<file path="src/rtl/lgs_pkg.sv">
`timescale 1ns / 1ps
`default_nettype none

package lgs_pkg;

  // Item command codes
  localparam logic [1:0] CMD_LOAD = 2'd0;
  localparam logic [1:0] CMD_STEP = 2'd1;
  localparam logic [1:0] CMD_READ = 2'd2;

  // Register indexes on the APB port (paddr bit 2)
  localparam logic REG_GRID_WIDTH  = 1'b0;
  localparam logic REG_GRID_HEIGHT = 1'b1;

  // Neighbour counts of the rule
  localparam logic [3:0] NB_KEEP  = 4'd2;
  localparam logic [3:0] NB_BIRTH = 4'd3;

  // Controller to datapath commands
  typedef struct packed {
    logic load_rd;        // read the row of a load word
    logic load_wr;        // write the modified row back
    logic read_rd;        // read the row of a read word
    logic out_load;       // capture the read cell into the output register
    logic step_rd_last;   // step: read the last used row
    logic step_rd_first;  // step: read row 0, keep last row as previous
    logic step_prime;     // step: keep row 0, start the row counter
    logic step_row;       // step: compute and write one row
  } dp_cmd_t;

  // Datapath to controller status
  typedef struct packed {
    logic last_row;       // the row in hand is the last used row
  } dp_stat_t;

endpackage

`default_nettype wire

</file>
<file path="src/rtl/lgs_cfg.sv">
`timescale 1ns / 1ps
`default_nettype none

module lgs_cfg #(
  parameter int MAX_COLS = 64,
  parameter int MAX_ROWS = 64
) (
  input  wire logic                                clk,
  input  wire logic                                rst,
  input  wire logic                                psel,
  input  wire logic                                penable,
  input  wire logic                                pwrite,
  input  wire logic [2:0]                          paddr,
  input  wire logic [31:0]                         pwdata,
  output logic [31:0]                              prdata,
  output logic [$clog2(((MAX_COLS < 64) ? MAX_COLS : 64) + 1)-1:0] cols_used,
  output logic [$clog2(MAX_ROWS + 1)-1:0]          rows_used
);

  localparam int COLS = (MAX_COLS < 64) ? MAX_COLS : 64;
  localparam int CWW  = $clog2(COLS + 1);
  localparam int HW   = $clog2(MAX_ROWS + 1);
  localparam int CMPW = (HW > 7) ? HW : 7;

  logic [6:0] grid_width;
  logic [6:0] grid_height;
  logic [CMPW-1:0] h_wide;

  // register writes
  always_ff @(posedge clk) begin
    if (rst) begin
      grid_width  <= 7'd64;
      grid_height <= 7'd64;
    end else if (psel && penable && pwrite) begin
      case (paddr[2])
        lgs_pkg::REG_GRID_WIDTH:  grid_width  <= pwdata[6:0];
        lgs_pkg::REG_GRID_HEIGHT: grid_height <= pwdata[6:0];
        default: ;
      endcase
    end
  end

  // register reads
  always_comb begin
    case (paddr[2])
      lgs_pkg::REG_GRID_WIDTH:  prdata = {25'd0, grid_width};
      lgs_pkg::REG_GRID_HEIGHT: prdata = {25'd0, grid_height};
      default:                  prdata = '0;
    endcase
  end

  // clamp sizes: zero counts as one, above the physical grid counts as its size
  always_comb begin
    if (grid_width == 7'd0)
      cols_used = CWW'(1);
    else if (grid_width > 7'(COLS))
      cols_used = CWW'(COLS);
    else
      cols_used = CWW'(grid_width);
  end

  assign h_wide = CMPW'(grid_height);

  always_comb begin
    if (h_wide == '0)
      rows_used = HW'(1);
    else if (h_wide > CMPW'(MAX_ROWS))
      rows_used = HW'(MAX_ROWS);
    else
      rows_used = HW'(h_wide);
  end

endmodule

`default_nettype wire

</file>
<file path="config.mk">
export PLATFORM = sky130hd
export DESIGN_NAME = lgs_cfg
export DESIGN_NICKNAME = d
export VERILOG_FILES = /design/src/rtl/lgs_pkg.sv /design/src/rtl/lgs_cfg.sv
export SDC_FILE = /design/constraint.sdc
export NUM_CORES = 1
export LEC_CHECK = 0
export BUFFER_PORTS_ARGS = -buffer_cell sky130_fd_sc_hd__buf_2
export CORE_MARGIN = 2
export CORE_UTILIZATION = 38
export CTS_BUF_LIST = sky130_fd_sc_hd__clkbuf_16
export DETAILED_ROUTE_END_ITERATION = 10
export HOLD_SLACK_MARGIN = 0.15
export PLACE_DENSITY = 0.86
export SETUP_SLACK_MARGIN = 0.2
export SKIP_LAST_GASP = 1
export SYNTH_ARGS = -nofsm -noshare
export SYNTH_HDL_FRONTEND = slang
export SYNTH_SLANG_ARGS = --single-unit
</file>
<file path="constraint.sdc">
create_clock -name clk -period 1.54 [get_ports clk]
set_input_delay 0.462 -clock clk [delete_from_list [all_inputs] [get_ports clk]]
set_output_delay 0.462 -clock clk [all_outputs]
set_load 0.03 [all_outputs]
</file>
==> impl_metrics.tcl <==
set metrics [dict create \
    antenna_left 0 \
    period_needed_ns 1.85 \
    critical_path.max_fanout 2 \
    max_freq_mhz 540 \
    cellLeakagePower_nw 0.742 \
    final-max-slew-violation-count 0 \
    initial_utilization_pct 40.8 \
    ys_top_cells_by_area "sky130_fd_sc_hd__dfxtp_1, sky130_fd_sc_hd__buf_4, sky130_fd_sc_hd__mux2i_1" \
    grt_setup_unrepaired "true" \
    clk_lat_worst_skew_ns 0.24 \
    final_cells 182 \
    via_count_of_the_first_global_routing_pass 838 \
    worst_r2r_endpoint "grid_width[6]" \
    ys_seq_area_share_pct 27.5 \
    timing.critical_path.arrival_ns 1.39 \
    number_of_hold_violations_in_the_final_report 0 \
    syn2layout_area_growth_pct 56.0 \
    core_region_area_um2 2500 \
    netlist_area_um2 1020 \
    globalplace.congestion 0.731 \
    synth_top_family_by_area "simple AND/OR/NAND/NOR gates" \
    drive_above_1_share_pct 54.6 \
    postSynthAreaPerCell_um2 9.44 \
    synth-seq-cells 14 \
    cts_made_buffers 3 \
    maximum_number_of_pins_on_one_net_before_global_route_repair 22 \
    irDropWorstVdd_v 0.000503 \
    yosys-mux-area-fraction_pct 21.5 \
    rows 18 \
    critical_path.startpoint "grid_width[1]" \
    avgViaCountPerCell 4.40 \
    critPathCapture "cols_used[0]" \
    final_common_cell "sky130_fd_sc_hd__buf_6" \
    synth_compound_gate_area_share_pct 3.19 \
    detailed_place_hpwl_mm 1.58 \
    timing.final.setup_violations 8 \
    cts_htree_levels 1 \
    critPathLaunchType "flip-flop" \
    antenna-diode-count 0 \
    ff2ff_setup_slack_ns 0.74 \
    clkSinkCount 14 \
    wl_per_cell_um 13.1 \
    die_y_um 55.8 \
    die_area_um2 3110 \
    ctsRootBufferMaster "sky130_fd_sc_hd__clkbuf_16" \
    clk_transition_reported_paths_ns 0.05 \
    finalNetCount 193 \
    power_mw 1.10 \
    timing.max_cap.violations 0 \
    global_route.overflow_total 0 \
    r2r_cells 3 \
    mostFrequentLayoutCells "sky130_fd_sc_hd__buf_6, sky130_fd_sc_hd__conb_1, sky130_fd_sc_hd__nand2b_1" \
    initialDrtViolationCount 8 \
    yosysWarningCount 0 \
    globalRouteTotalUtil_pct 15.8 \
    cp_endpoint_kind "output port" \
    hold_path.class "input port to flip-flop" \
    io-pin-count 86 \
    cts-root-to-sink-buffers 2 \
    synth_enable_flop_cells 0 \
    dpl-instance-area_um2 1200 \
    route.detailed.drc 0 \
    fin_skew_ns 0 \
    grt_antenna_before_repair 0 \
    synthesis.instances 108 \
    period_share_pct 120 \
    drt_first_pass_iters 3 \
    die_w_um 55.8 \
    fin_worst_hold_slack_ns 0.492 \
    result_of_the_run "complete, but fails checks" \
    synth_largest_type_area_fraction_pct 27.5 \
    post_synth_fa_ha_maj_area_fraction_pct 0 \
    fin_util_pct 63.6 \
    num_vias 801 \
    pre_cts_slack_ns -0.187 \
    critical_path_required_ns 1.08 \
    timing_worst_setup_path_type "flip-flop to output port" \
    post_synth_and_or_nand_nor_area_fraction_pct 23.9 \
    postSynth.asyncResetShare_pct 0 \
    failing_checks "setup timing" \
    worst_r2r_startpoint "grid_width[6]" \
    synth_cell_types 14 \
    wire_length_of_the_first_global_routing_pass_mm 3.87 \
    stdcell_area_um2 1590 \
    cellPowerDensity_nw_per_um2 693 \
    timing.final.ws_setup_ns -0.311 \
    clock_tree_from_tritoncts "built" \
    setup_tns_final_ns -0.739 \
    leading_area_contributor_after_synthesis "sky130_fd_sc_hd__dfxtp_1" \
    routed_wl_mm 2.39 \
    synth_xor_xnor_area_share_pct 0 \
    portBuffers 33 \
    yosys_most_used_dff "sky130_fd_sc_hd__dfxtp_1" \
    placedCellCount 172 \
]
-- layer usage --
layer	global-route usage [%]	vias to the layer above	part of all wire (%)
met1	18.3	371	42
met2	28.2	36	51
met5	0	-	0
li1	-	390	-
met3	2.79	4	5.6
met4	6.62	0	1.3
-- flip-flops by register name (all words and copies together) (netlist names) --
name / flops
grid_height: 7
grid_width: 7
-- critical path, stage by stage (launching register included) --
cell                      delay [ns]
sky130_fd_sc_hd__dfxtp_2        0.32
sky130_fd_sc_hd__or3_4          0.40
sky130_fd_sc_hd__o41ai_4        0.24
sky130_fd_sc_hd__buf_6          0.18
-- logic make-up after synthesis --
family	after synthesis
and+or+nand+nor	37
buffers and inverters	33
muxes	21
DFF	14
AOI/OAI and AO/OA	2
other	1
-- worst min path at each step --
stage                     end  cells past startpoint  slack, ns      startpoint
2_1_floorplan  grid_height[0]                      2       0.46  grid_height[0]
3_3_place_gp   grid_height[0]                      2       0.48  grid_height[0]
3_5_place_dp   grid_height[0]                      2       0.49  grid_height[0]
4_1_cts         grid_width[6]                      3       0.50       pwdata[6]
5_1_grt         grid_width[6]                      3       0.50       pwdata[6]
6_report        grid_width[6]                      3       0.49       pwdata[6]
-- power breakdown --
| part | internal (mW) | leakage, nW | switching (mW) |
|---|---|---|---|
| registers | 0.368 | 0.118 | 0.00992 |
| clock network | 0.343 | 0.0385 | 0.150 |
| logic | 0.0859 | 0.585 | 0.144 |
-- synth_stat cells, types with 2 or more instances --
library cell               number
sky130_fd_sc_hd__clkbuf_1       5
sky130_fd_sc_hd__o41ai_2        2
sky130_fd_sc_hd__nor2_1         3
sky130_fd_sc_hd__buf_4         25
sky130_fd_sc_hd__nand2b_1      20
sky130_fd_sc_hd__dfxtp_1       14
sky130_fd_sc_hd__mux2i_1       14
sky130_fd_sc_hd__nor2b_1       10
sky130_fd_sc_hd__buf_6          3
sky130_fd_sc_hd__mux2_2         7
sky130_fd_sc_hd__or3_1          2
-- layout make-up --
type | instances | area, µm²
clock buffer | 3 | 75.1
clock inverter | 1 | 3.75
tap | 30 | 37.5
sequential | 14 | 303
fill | 205 | 910
multi-input combinational | 85 | 697
timing repair buffer | 49 | 474
-- repair_timing --
action,CTS,global route
pin swaps,0,0
cloned,1,0
endpoints found under the setup margin,21,20
buffers inserted,5,0
gates resized for setup,70,9
hold buffers,0,0
No activity file was read; power rests on OpenSTA's default activity.
