## config.mk

```make
export PLATFORM = sky130hd
export DESIGN_NAME = lgs_ctrl
export DESIGN_NICKNAME = d
export VERILOG_FILES = /design/src/rtl/lgs_pkg.sv /design/src/rtl/lgs_ctrl.sv
export SDC_FILE = /design/constraint.sdc
export NUM_CORES = 1
export LEC_CHECK = 0
export BUFFER_PORTS_ARGS = -buffer_cell sky130_fd_sc_hd__clkbuf_2
export CELL_PAD_IN_SITES_DETAIL_PLACEMENT = 0
export CELL_PAD_IN_SITES_GLOBAL_PLACEMENT = 1
export CORE_AREA = 2 2 39 41
export DETAILED_ROUTE_END_ITERATION = 10
export DIE_AREA = 0 0 41 43
export PLACE_DENSITY_LB_ADDON = 0.2
export SKIP_CTS_REPAIR_TIMING = 1
export SYNTH_ARGS = -nofsm -noshare
export SYNTH_HDL_FRONTEND = slang
export SYNTH_SLANG_ARGS = --single-unit
```

## constraint.sdc

```tcl
create_clock -name clk -period 4.38 [get_ports clk]
set_input_delay 0.438 -clock clk [delete_from_list [all_inputs] [get_ports clk]]
set_output_delay 0.438 -clock clk [all_outputs]
set_load 0.005 [all_outputs]
```

## src/rtl/lgs_pkg.sv

```systemverilog
`timescale 1ns / 1ps
`default_nettype none

package lgs_pkg;

  // Item command codes
  localparam logic [1:0] CMD_LOAD = 2'd0;
  localparam logic [1:0] CMD_STEP = 2'd1;
  localparam logic [1:0] CMD_READ = 2'd2;

  // Register indexes on the APB port (paddr bit 2)
  localparam logic REG_GRID_WIDTH  = 1'b0;
  localparam logic REG_GRID_HEIGHT = 1'b1;

  // Neighbour counts of the rule
  localparam logic [3:0] NB_KEEP  = 4'd2;
  localparam logic [3:0] NB_BIRTH = 4'd3;

  // Controller to datapath commands
  typedef struct packed {
    logic load_rd;        // read the row of a load word
    logic load_wr;        // write the modified row back
    logic read_rd;        // read the row of a read word
    logic out_load;       // capture the read cell into the output register
    logic step_rd_last;   // step: read the last used row
    logic step_rd_first;  // step: read row 0, keep last row as previous
    logic step_prime;     // step: keep row 0, start the row counter
    logic step_row;       // step: compute and write one row
  } dp_cmd_t;

  // Datapath to controller status
  typedef struct packed {
    logic last_row;       // the row in hand is the last used row
  } dp_stat_t;

endpackage

`default_nettype wire

```

## src/rtl/lgs_ctrl.sv

```systemverilog
`timescale 1ns / 1ps
`default_nettype none

module lgs_ctrl (
  input  wire logic              clk,
  input  wire logic              rst,
  input  wire logic              in_valid,
  output logic                   in_ready,
  input  wire logic [1:0]        cmd,
  output logic                   out_valid,
  input  wire logic              out_ready,
  output lgs_pkg::dp_cmd_t       dpc,
  input  wire lgs_pkg::dp_stat_t dps
);

  localparam logic [2:0] ST_IDLE       = 3'd0;
  localparam logic [2:0] ST_STEP_FIRST = 3'd1;
  localparam logic [2:0] ST_STEP_PRIME = 3'd2;
  localparam logic [2:0] ST_STEP_RUN   = 3'd3;
  localparam logic [2:0] ST_LOAD_WR    = 3'd4;
  localparam logic [2:0] ST_READ_WAIT  = 3'd5;

  logic [2:0] state;
  logic [2:0] state_next;
  logic       out_valid_next;
  logic       accept;

  assign in_ready = (state == ST_IDLE);
  assign accept   = in_valid && in_ready;

  // next state and datapath commands
  always_comb begin
    state_next     = state;
    out_valid_next = out_valid && !out_ready;
    dpc            = '0;
    case (state)
      ST_IDLE: begin
        if (accept) begin
          case (cmd)
            lgs_pkg::CMD_LOAD: begin
              dpc.load_rd = 1'b1;
              state_next  = ST_LOAD_WR;
            end
            lgs_pkg::CMD_STEP: begin
              dpc.step_rd_last = 1'b1;
              state_next       = ST_STEP_FIRST;
            end
            lgs_pkg::CMD_READ: begin
              dpc.read_rd = 1'b1;
              state_next  = ST_READ_WAIT;
            end
            default: ;  // unused code: dropped
          endcase
        end
      end
      ST_STEP_FIRST: begin
        dpc.step_rd_first = 1'b1;
        state_next        = ST_STEP_PRIME;
      end
      ST_STEP_PRIME: begin
        dpc.step_prime = 1'b1;
        state_next     = ST_STEP_RUN;
      end
      ST_STEP_RUN: begin
        dpc.step_row = 1'b1;
        if (dps.last_row) state_next = ST_IDLE;
      end
      ST_LOAD_WR: begin
        dpc.load_wr = 1'b1;
        state_next  = ST_IDLE;
      end
      ST_READ_WAIT: begin
        // hold until the output register is free
        if (!out_valid || out_ready) begin
          dpc.out_load   = 1'b1;
          out_valid_next = 1'b1;
          state_next     = ST_IDLE;
        end
      end
      default: state_next = ST_IDLE;
    endcase
  end

  always_ff @(posedge clk) begin
    if (rst) begin
      state     <= ST_IDLE;
      out_valid <= 1'b0;
    end else begin
      state     <= state_next;
      out_valid <= out_valid_next;
    end
  end

  // a step sweep ends on its last row
  a_step_ends: assert property (@(posedge clk) disable iff (rst)
    (state == ST_STEP_RUN) && dps.last_row |=> (state == ST_IDLE))
    else $error("step sweep did not return to idle after last row");

  // a read word always enters the read wait state
  a_read_out: assert property (@(posedge clk) disable iff (rst)
    accept && (cmd == lgs_pkg::CMD_READ) |=> (state == ST_READ_WAIT))
    else $error("read word did not enter read wait");

  a_out_once: assert property (@(posedge clk) disable iff (rst)
    dpc.out_load |=> out_valid)
    else $error("output load did not raise out_valid");

endmodule

`default_nettype wire

```

==> results of run 1 <==
-- layout make-up --
class	instances	area, sq um
fillers	164	940.9
well taps	16	20.02
inverters	4	15.01
clock buffers	3	22.52
repair buffers	16	80.08
multi-input cells	29	225.2
flip-flops and latches	4	80.08
-- registers in the layout (all words and copies together), names as in the netlist --
register,flops
state,3
out_valid,1
-- report_power, final --
part	leakage (nW)	internal, mW	switching [mW]
Sequential	0.0327	0.0457	0.0222
Combinational	0.184	0.0520	0.0367
Clock	0.0138	0.0306	0.0143
-- cells in the mapped netlist, types with 2 or more instances --
cell type,n,area (sq um)
inv_1,4,15.01
nor3b_1,3,22.52
buf_6,3,33.78
nand3b_1,2,15.01
o21ai_0,2,10.01
nor3_1,3,15.01
and3_1,3,18.77
ha_1,3,37.54
dfxtp_1,4,80.08
-- routing by layer --
layer	vias to the layer above	track usage	wire length (um)
met5	-	0	0
met4	0	0.08000	0
met3	0	0	29
met2	7	0.1375	382
met1	165	0.1278	320
li1	176	-	-
-- worst max-delay path by stage --
stage | start | to | depth (start not counted)
finish | state[1] | dpc[3] | 4
CTS | state[1] | dpc[5] | 4
floorplan | state[1] | state[0] | 5
global route | state[1] | dpc[3] | 4
global placement | cmd[0] | state[0] | 6
detailed placement | cmd[0] | state[0] | 6
-- cells by family (layout without fill, tap and decap cells) --
family	after synthesis	count (layout)	synth area share
AOI/OAI and AO/OA	6	6	0.1272
adders and majority gates	3	3	0.1060
buffers and inverters	7	23	0.1378
DFF	4	4	0.2262
muxes	1	1	0.02827
and+or+nand+nor	19	19	0.3745
-- worst max-delay path: cells and delay by family (launching register included) --
family | cells | cell delay [ps]
flops | 1 | 390
simple gates | 2 | 580
buf+inv | 2 | 210
-- through the flow --
| step | setup slack, ps | hold slack, ps | instances | total power, mW |
|---|---|---|---|---|
| finish | 2531 | 453.2 | 72 | 0.2015 |
| global route | 2434 | 459.5 | 72 | 0.2220 |
| CTS | 2507 | 444.5 | 72 | 0.2062 |
| detailed placement | 2690 | 513.5 | 69 | 0.1588 |
| global placement | 2704 | 527.1 | 69 | 0.1593 |
| floorplan | 2844 | 489.5 | 40 | 0.1424 |
==> results.md, run 1 <==
Critical path:
- Along the worst path, the maximum fanout reaches 10.
- The startpoint of the most critical register-to-register path is state[1].
- The critical register-to-register path endpoint is state[0].
- The type of the worst setup path is flip-flop to primary output.
- At the worst endpoint, the arrival time is 1410 ps.
- In this design, the stage delay of the slowest critical-path cell is 420 ps.
- STA puts the critical path data required time at 3940 ps.
- Walking the worst path, the cells encountered are or3_4, inv_1, and3_1, clkbuf_2.
- Measured in cells, the most critical reg-to-reg path has a length of 4.
- The worst setup path is captured at a primary output.
- Setup slack on the worst reg-to-reg path comes out at ~2800 ps.
- The type of element launching the critical path is a flip-flop.
- The largest individual stage delay along the critical path comes from the cell or3_4.

Run:
- Across the run, the number of max-cap violations was 0.

Finish:
- The final core area utilization is 0.3201.
- The antenna diode count is 0.
- Leaving out fill and tap cells, the most frequent cell in the layout is clkbuf_2.
- The area growth from synthesis to layout is 25.09%.
- In the layout the commonest cells are clkbuf_2 (16), inv_1 (4), dfxtp_1 (4).
- Summing all non-filler instances in the final layout gives an area of ~440 sq um.
- The share of post-route cells with drive strength above 1 is 0.4286.
- The layout net count is between 60 and 70.

Yosys:
- The warning count from the yosys run is 0.
- The synthesized flop and latch total is 4.
- Of the synthesized area, sequential elements account for 0.2261.
- The async set or reset register ratio after synthesis is 0.
- The number of distinct library cells after synthesis is 22.
- In the synthesized netlist the dominant register cell turns out to be dfxtp_1.
- Counting flops with a built-in enable in the synthesized netlist gives 0.
- The number of cells produced by synthesis is 40.
- The cell area after synthesis is 354.1 sq um.
- Dividing the synthesized area by the synthesized cell count gives 8.852 sq um.
- The total nets after synthesis is 50.

Floorplan:
- The die is 41 um wide.
- In this run the core area contains 14 standard-cell rows.
- The number of top-level design ports is 17.
- The initial standard-cell utilization of the core is 0.2559.
- The die covers 1763 sq um.
- The die is around 43 um tall.
- The core region is 1384 sq um.

STA:
- The number of hold-slack violations in the final timing report is 0.
- The final critical-path share of the clock period is 0.4222.
- The total count of max-transition violations in the final report is 0.
- Headroom to the max-slew limit came out at 0.7617.
- Setup violations remaining at the end of the flow were counted as 0.
- Based on the critical path, the design can be clocked at up to 0.5408 GHz.
- Setup repair after global routing left no endpoint under its margin.
- The clock skew is ~1.7 ps.
- The summed negative setup slack over all endpoints is 0 ps.
- The transition time of the tightest slew-check pin is 357.0 ps.
- The clock period could shrink to 1849 ps.

Power:
- In this run the static leakage power is roughly 0.23 nW.
- For this design the ratio of total power to cell area is 454.8 nW/um^2.
- The worst vdd rail ir drop is 0.1100 mV.

Placement:
- In this run the cell area measured after placement is about 420 sq um.
- The global placer's final weighted congestion is 0.6702.
- The half-perimeter wire length after placement is around 560 um.
- The count of buffers added on input and output ports is 16.

Detailed routing:
- The remaining antenna violation count is 0.
- After detailed routing, the number of remaining DRC violations is 0.
- In the final routed layout, each cell accounts on average for 10.17 um.
- Summing over every cut layer, the via total after detailed routing is 348.
- After the first detailed-routing iteration, the DRC count stood at 1.
- For this run, the detailed router's first-pass iteration total came to 2.
- The final layout contains routed wiring with a total length of 732 um.
- The number of vias per cell after detailed routing is a little under 5.

Hold path:
- The min-delay analysis places its worst path in the category input pin to flip-flop.
- The destination of the worst hold path is out_valid.
- The number of stages on the worst hold path is 2.
- In this run the most critical hold path is launched from rst.

Clock network:
- The cell at the root of the clock tree is clkbuf_4.
- After clock tree synthesis, the clock-pin slew on the worst setup and hold paths is 40 ps.
- The total number of H-tree levels is 1.
- The maximum clock path buffer count is 2.
- The TritonCTS buffer count is 3.
- The TritonCTS clock tree is yes.
- The number of clock sinks seen by CTS is 4.
- The clock latency of the later-clocked register in the worst-skew pair is 230 ps.

Run status:
- The flow ran to the end, and the final reports show no timing, DRC or antenna violations.

GRT:
- The number of antenna violations at the first check in global routing was 0.
- The pin count of the biggest net entering global routing is 13.
- The global-route wire length before repair is 1193 um.
- The residual overflow from global routing is 0.
- The number of global-route vias before repair came to 313.
- Across every metal layer, demand over resource in global routing totals 0.09619.
Note: power is estimated with default switching activity, not from simulation.
==> inputs of run 2 (changes only) <==
- CORE_AREA: 2 2 39 41 -> unset
- CORE_UTILIZATION: unset -> 26
- DIE_AREA: 0 0 41 43 -> unset
- clock period: 4.38 -> 1.6 ns (I/O delays scaled with it)
==> results.md, run 2 (synthesis results as in run 1) <==
Run status:
- The flow ran to the end, and the final reports show no timing, DRC or antenna violations.

Critical path:
- The type of the worst setup path is flip-flop to primary output.
- The signal on the critical path passes through or3_4, inv_1, and3_1, clkbuf_2.
- The slowest cell on the critical path is or3_4.
- The worst path required time came to 1440 ps (-2500 ps).
- The largest fanout of any net on the critical path is 4 (-6).
- The delay of the slowest cell on the worst path was 380 ps (-40 ps).
- The kind of cell with the highest combined delay on the critical path is simple AND/OR/NAND/NOR gates.
- The category of the worst setup path capture point is a primary output.
- The buffers plus inverters on the worst setup path was 2 (unchanged).
- The arrival time of data at the critical path endpoint is 1300 ps (-110 ps).
- The depth of the worst register-to-register path came to 4 (unchanged).
- The cell depth of the worst setup path was 4 (unchanged).
- The type of element launching the critical path is a flip-flop.
- The startpoint of the most critical register-to-register path is state[1].
- The reg2reg setup slack is 150 ps (-2650 ps).
- The worst register-to-register path ends at state[0].

Finish:
- The register with the most flip-flops in the final layout is state.
- The antenna diode count is 0 (unchanged).
- The library cell used most frequently in the layout, excluding fill and tap cells, is clkbuf_2.
- In the layout the commonest cells are clkbuf_2 (16), inv_1 (4), dfxtp_1 (4).
- The layout net count is 71 (+4.4%).
- The flip-flop count of the largest register after layout is 3 (unchanged).
- The share of post-route cells with drive strength above 1 is 0.4576 (+0.02906).
- The layout overhead on the synthesized area is 30.74%.
- The largest registers in the layout are state (3), out_valid (1).

Power:
- The worst vdd rail ir drop is 0.5336 mV (+380%).
- The power after layout is 0.5993 mW (+200%).
- The leakage power summed over all cells was 0.2466 nW (+6.9%).
- The power density normalized to cell area is 1295 nW/um^2 (+180%).

Detailed routing:
- The vias after detailed routing is 358 (+2.9%).
- The number of iterations in the first detailed-routing pass is 2 (unchanged).
- The number of vias per cell after detailed routing came to 4.904 (+1.5%).
- The remaining routing DRC violations was 0 (unchanged).
- The aggregate routed wire length was 787 um (+7.5%).
- The remaining antenna violation count is 0 (unchanged).
- The final routed wire length divided by cell count is 10.78 um (+6.0%).
- The number of DRC markers after the initial detailed-route iteration is 3 (+2).

Clock network:
- The total number of H-tree levels is 1 (unchanged).
- The number of clock sinks seen by CTS came to 4 (unchanged).
- TritonCTS built the clock tree.
- The clock-pin slew reported for the worst setup and hold paths after clock tree synthesis was 40 ps (about the same).
- The TritonCTS buffer count was 3 (unchanged).
- The maximum clock path buffer count came to 2 (unchanged).
- The clock latency of the later-clocked register in the worst-skew pair is 240 ps (about the same).
- The cell at the root of the clock tree is clkbuf_4.

Floorplan:
- The full die area is 1514 sq um (-14%).
- The die outline width was 38.91 um (-5.1%).
- The initial standard-cell utilization of the core is 0.2985 (+0.04265).
- The area of the placeable core came to 1186 sq um (-14%).
- The height of the chip is 38.91 um (-9.5%).
- The number of top-level design ports is 17 (unchanged).
- The number of standard-cell rows in the floorplan is 12 (-2).

STA:
- The max-slew headroom at the worst pin is 0.8181 (+0.05642).
- The minimum setup slack in the final design is 138.2 ps (-2393 ps).
- The final-layout worst hold slack came to 167.6 ps (-285.6 ps).
- The transition time of the tightest slew-check pin is 272.0 ps (-84.98 ps).
- The maximum frequency from static timing analysis is between 0.6 and 0.7 GHz.
- The final setup violation count is 0 (unchanged).
- The number of hold-slack violations in the final timing report is 0 (unchanged).
- Setup repair after global routing left no endpoint under its margin.
- The summed negative setup slack over all endpoints is 0 ps (unchanged).
- The clock skew came to 0.5173 ps (-1.175 ps).
- The total count of max-transition violations in the final report is 0 (unchanged).
- The clock period could shrink to roughly 1500 ps.
- The final critical-path share of the clock period is 0.9136.

Hold path:
- The number of stages on the worst hold path is 2 (unchanged).
- For hold timing, the worst endpoint is out_valid.
- The startpoint of the lowest-slack hold path is rst.
- The tightest min-delay check is of the input pin to flip-flop type.

GRT:
- The total routing resource utilization after global routing was 0.1344 (+0.03817).
- The number of global-route vias before repair is 309 (-1.3%).
- The residual overflow from global routing came to 0 (unchanged).
- After global routing, the most crowded layer is met4.
- The global-route wire length before repair was 1262 um (+5.8%).
- The met3 capacity usage during global routing is 0.01734 (+0.01734).
- The met1 usage is 0.1678 (+0.04001).
- The met2 layer usage reported by global route is 0.1667 (+0.02917).
- The number of antenna violations at the first check in global routing is 0 (unchanged).
- The pin count of the biggest net entering global routing is 12 (-1).

Run:
- The max-cap check violation count was 0 (unchanged).

Placement:
- The post-placement setup slack is 147.7 ps (-2542 ps).
- The global placer's final weighted congestion is 0.8308 (+24%).
- The number of port buffers was 16 (unchanged).
-- run 2: changes by cell type in the layout (fill, tap and decap cells not counted) --
cell | before | now
buf_4 | 0 | 3
-- run 2: cell type report --
class | count | area (sq um)
inverters | 4 | 15.01
flip-flops and latches | 4 | 80.08
multi-input cells | 29 | 225.2
clock buffers | 3 | 22.52
repair buffers | 19 | 102.6
fillers | 118 | 723.2
well taps | 14 | 17.52
-- run 2: worst register-to-register path: stages, from the launching register on --
cell,delay (ps)
dfxtp_1,300
or3_4,380
or4_4,420
o221ai_2,90
mux2i_1,190
-- run 2: stage by stage --
stage	instances	cell area (sq um)	util
floorplan	40	354.1	-
global placement	70	440.4	0.3713
detailed placement	70	440.4	0.3713
CTS	73	462.9	0.3903
global route	73	462.9	0.3903
finish	73	462.9	0.3903
-- run 2: layer usage --
layer | vias to the layer above | part of all wire
met3 | 4 | 0.039
met5 | - | 0
met2 | 12 | 0.42
met1 | 156 | 0.50
li1 | 186 | -
met4 | 0 | 0.046
-- run 2: how the worst max path moves through the flow --
stage / startpoint / endpoint / slack, ps
6_report: state[1] / dpc[7] / 140
2_1_floorplan: state[1] / state[0] / 60
3_5_place_dp: state[1] / state[0] / 150
3_3_place_gp: state[1] / state[2] / 150
4_1_cts: state[1] / dpc[7] / 130
5_1_grt: state[1] / dpc[3] / 60
-- run 2: report_power, final --
part	internal [mW]	total [mW]	switching, mW
clock	0.0844	0.133	0.0483
combinational	0.171	0.328	0.158
sequential	0.125	0.138	0.0134
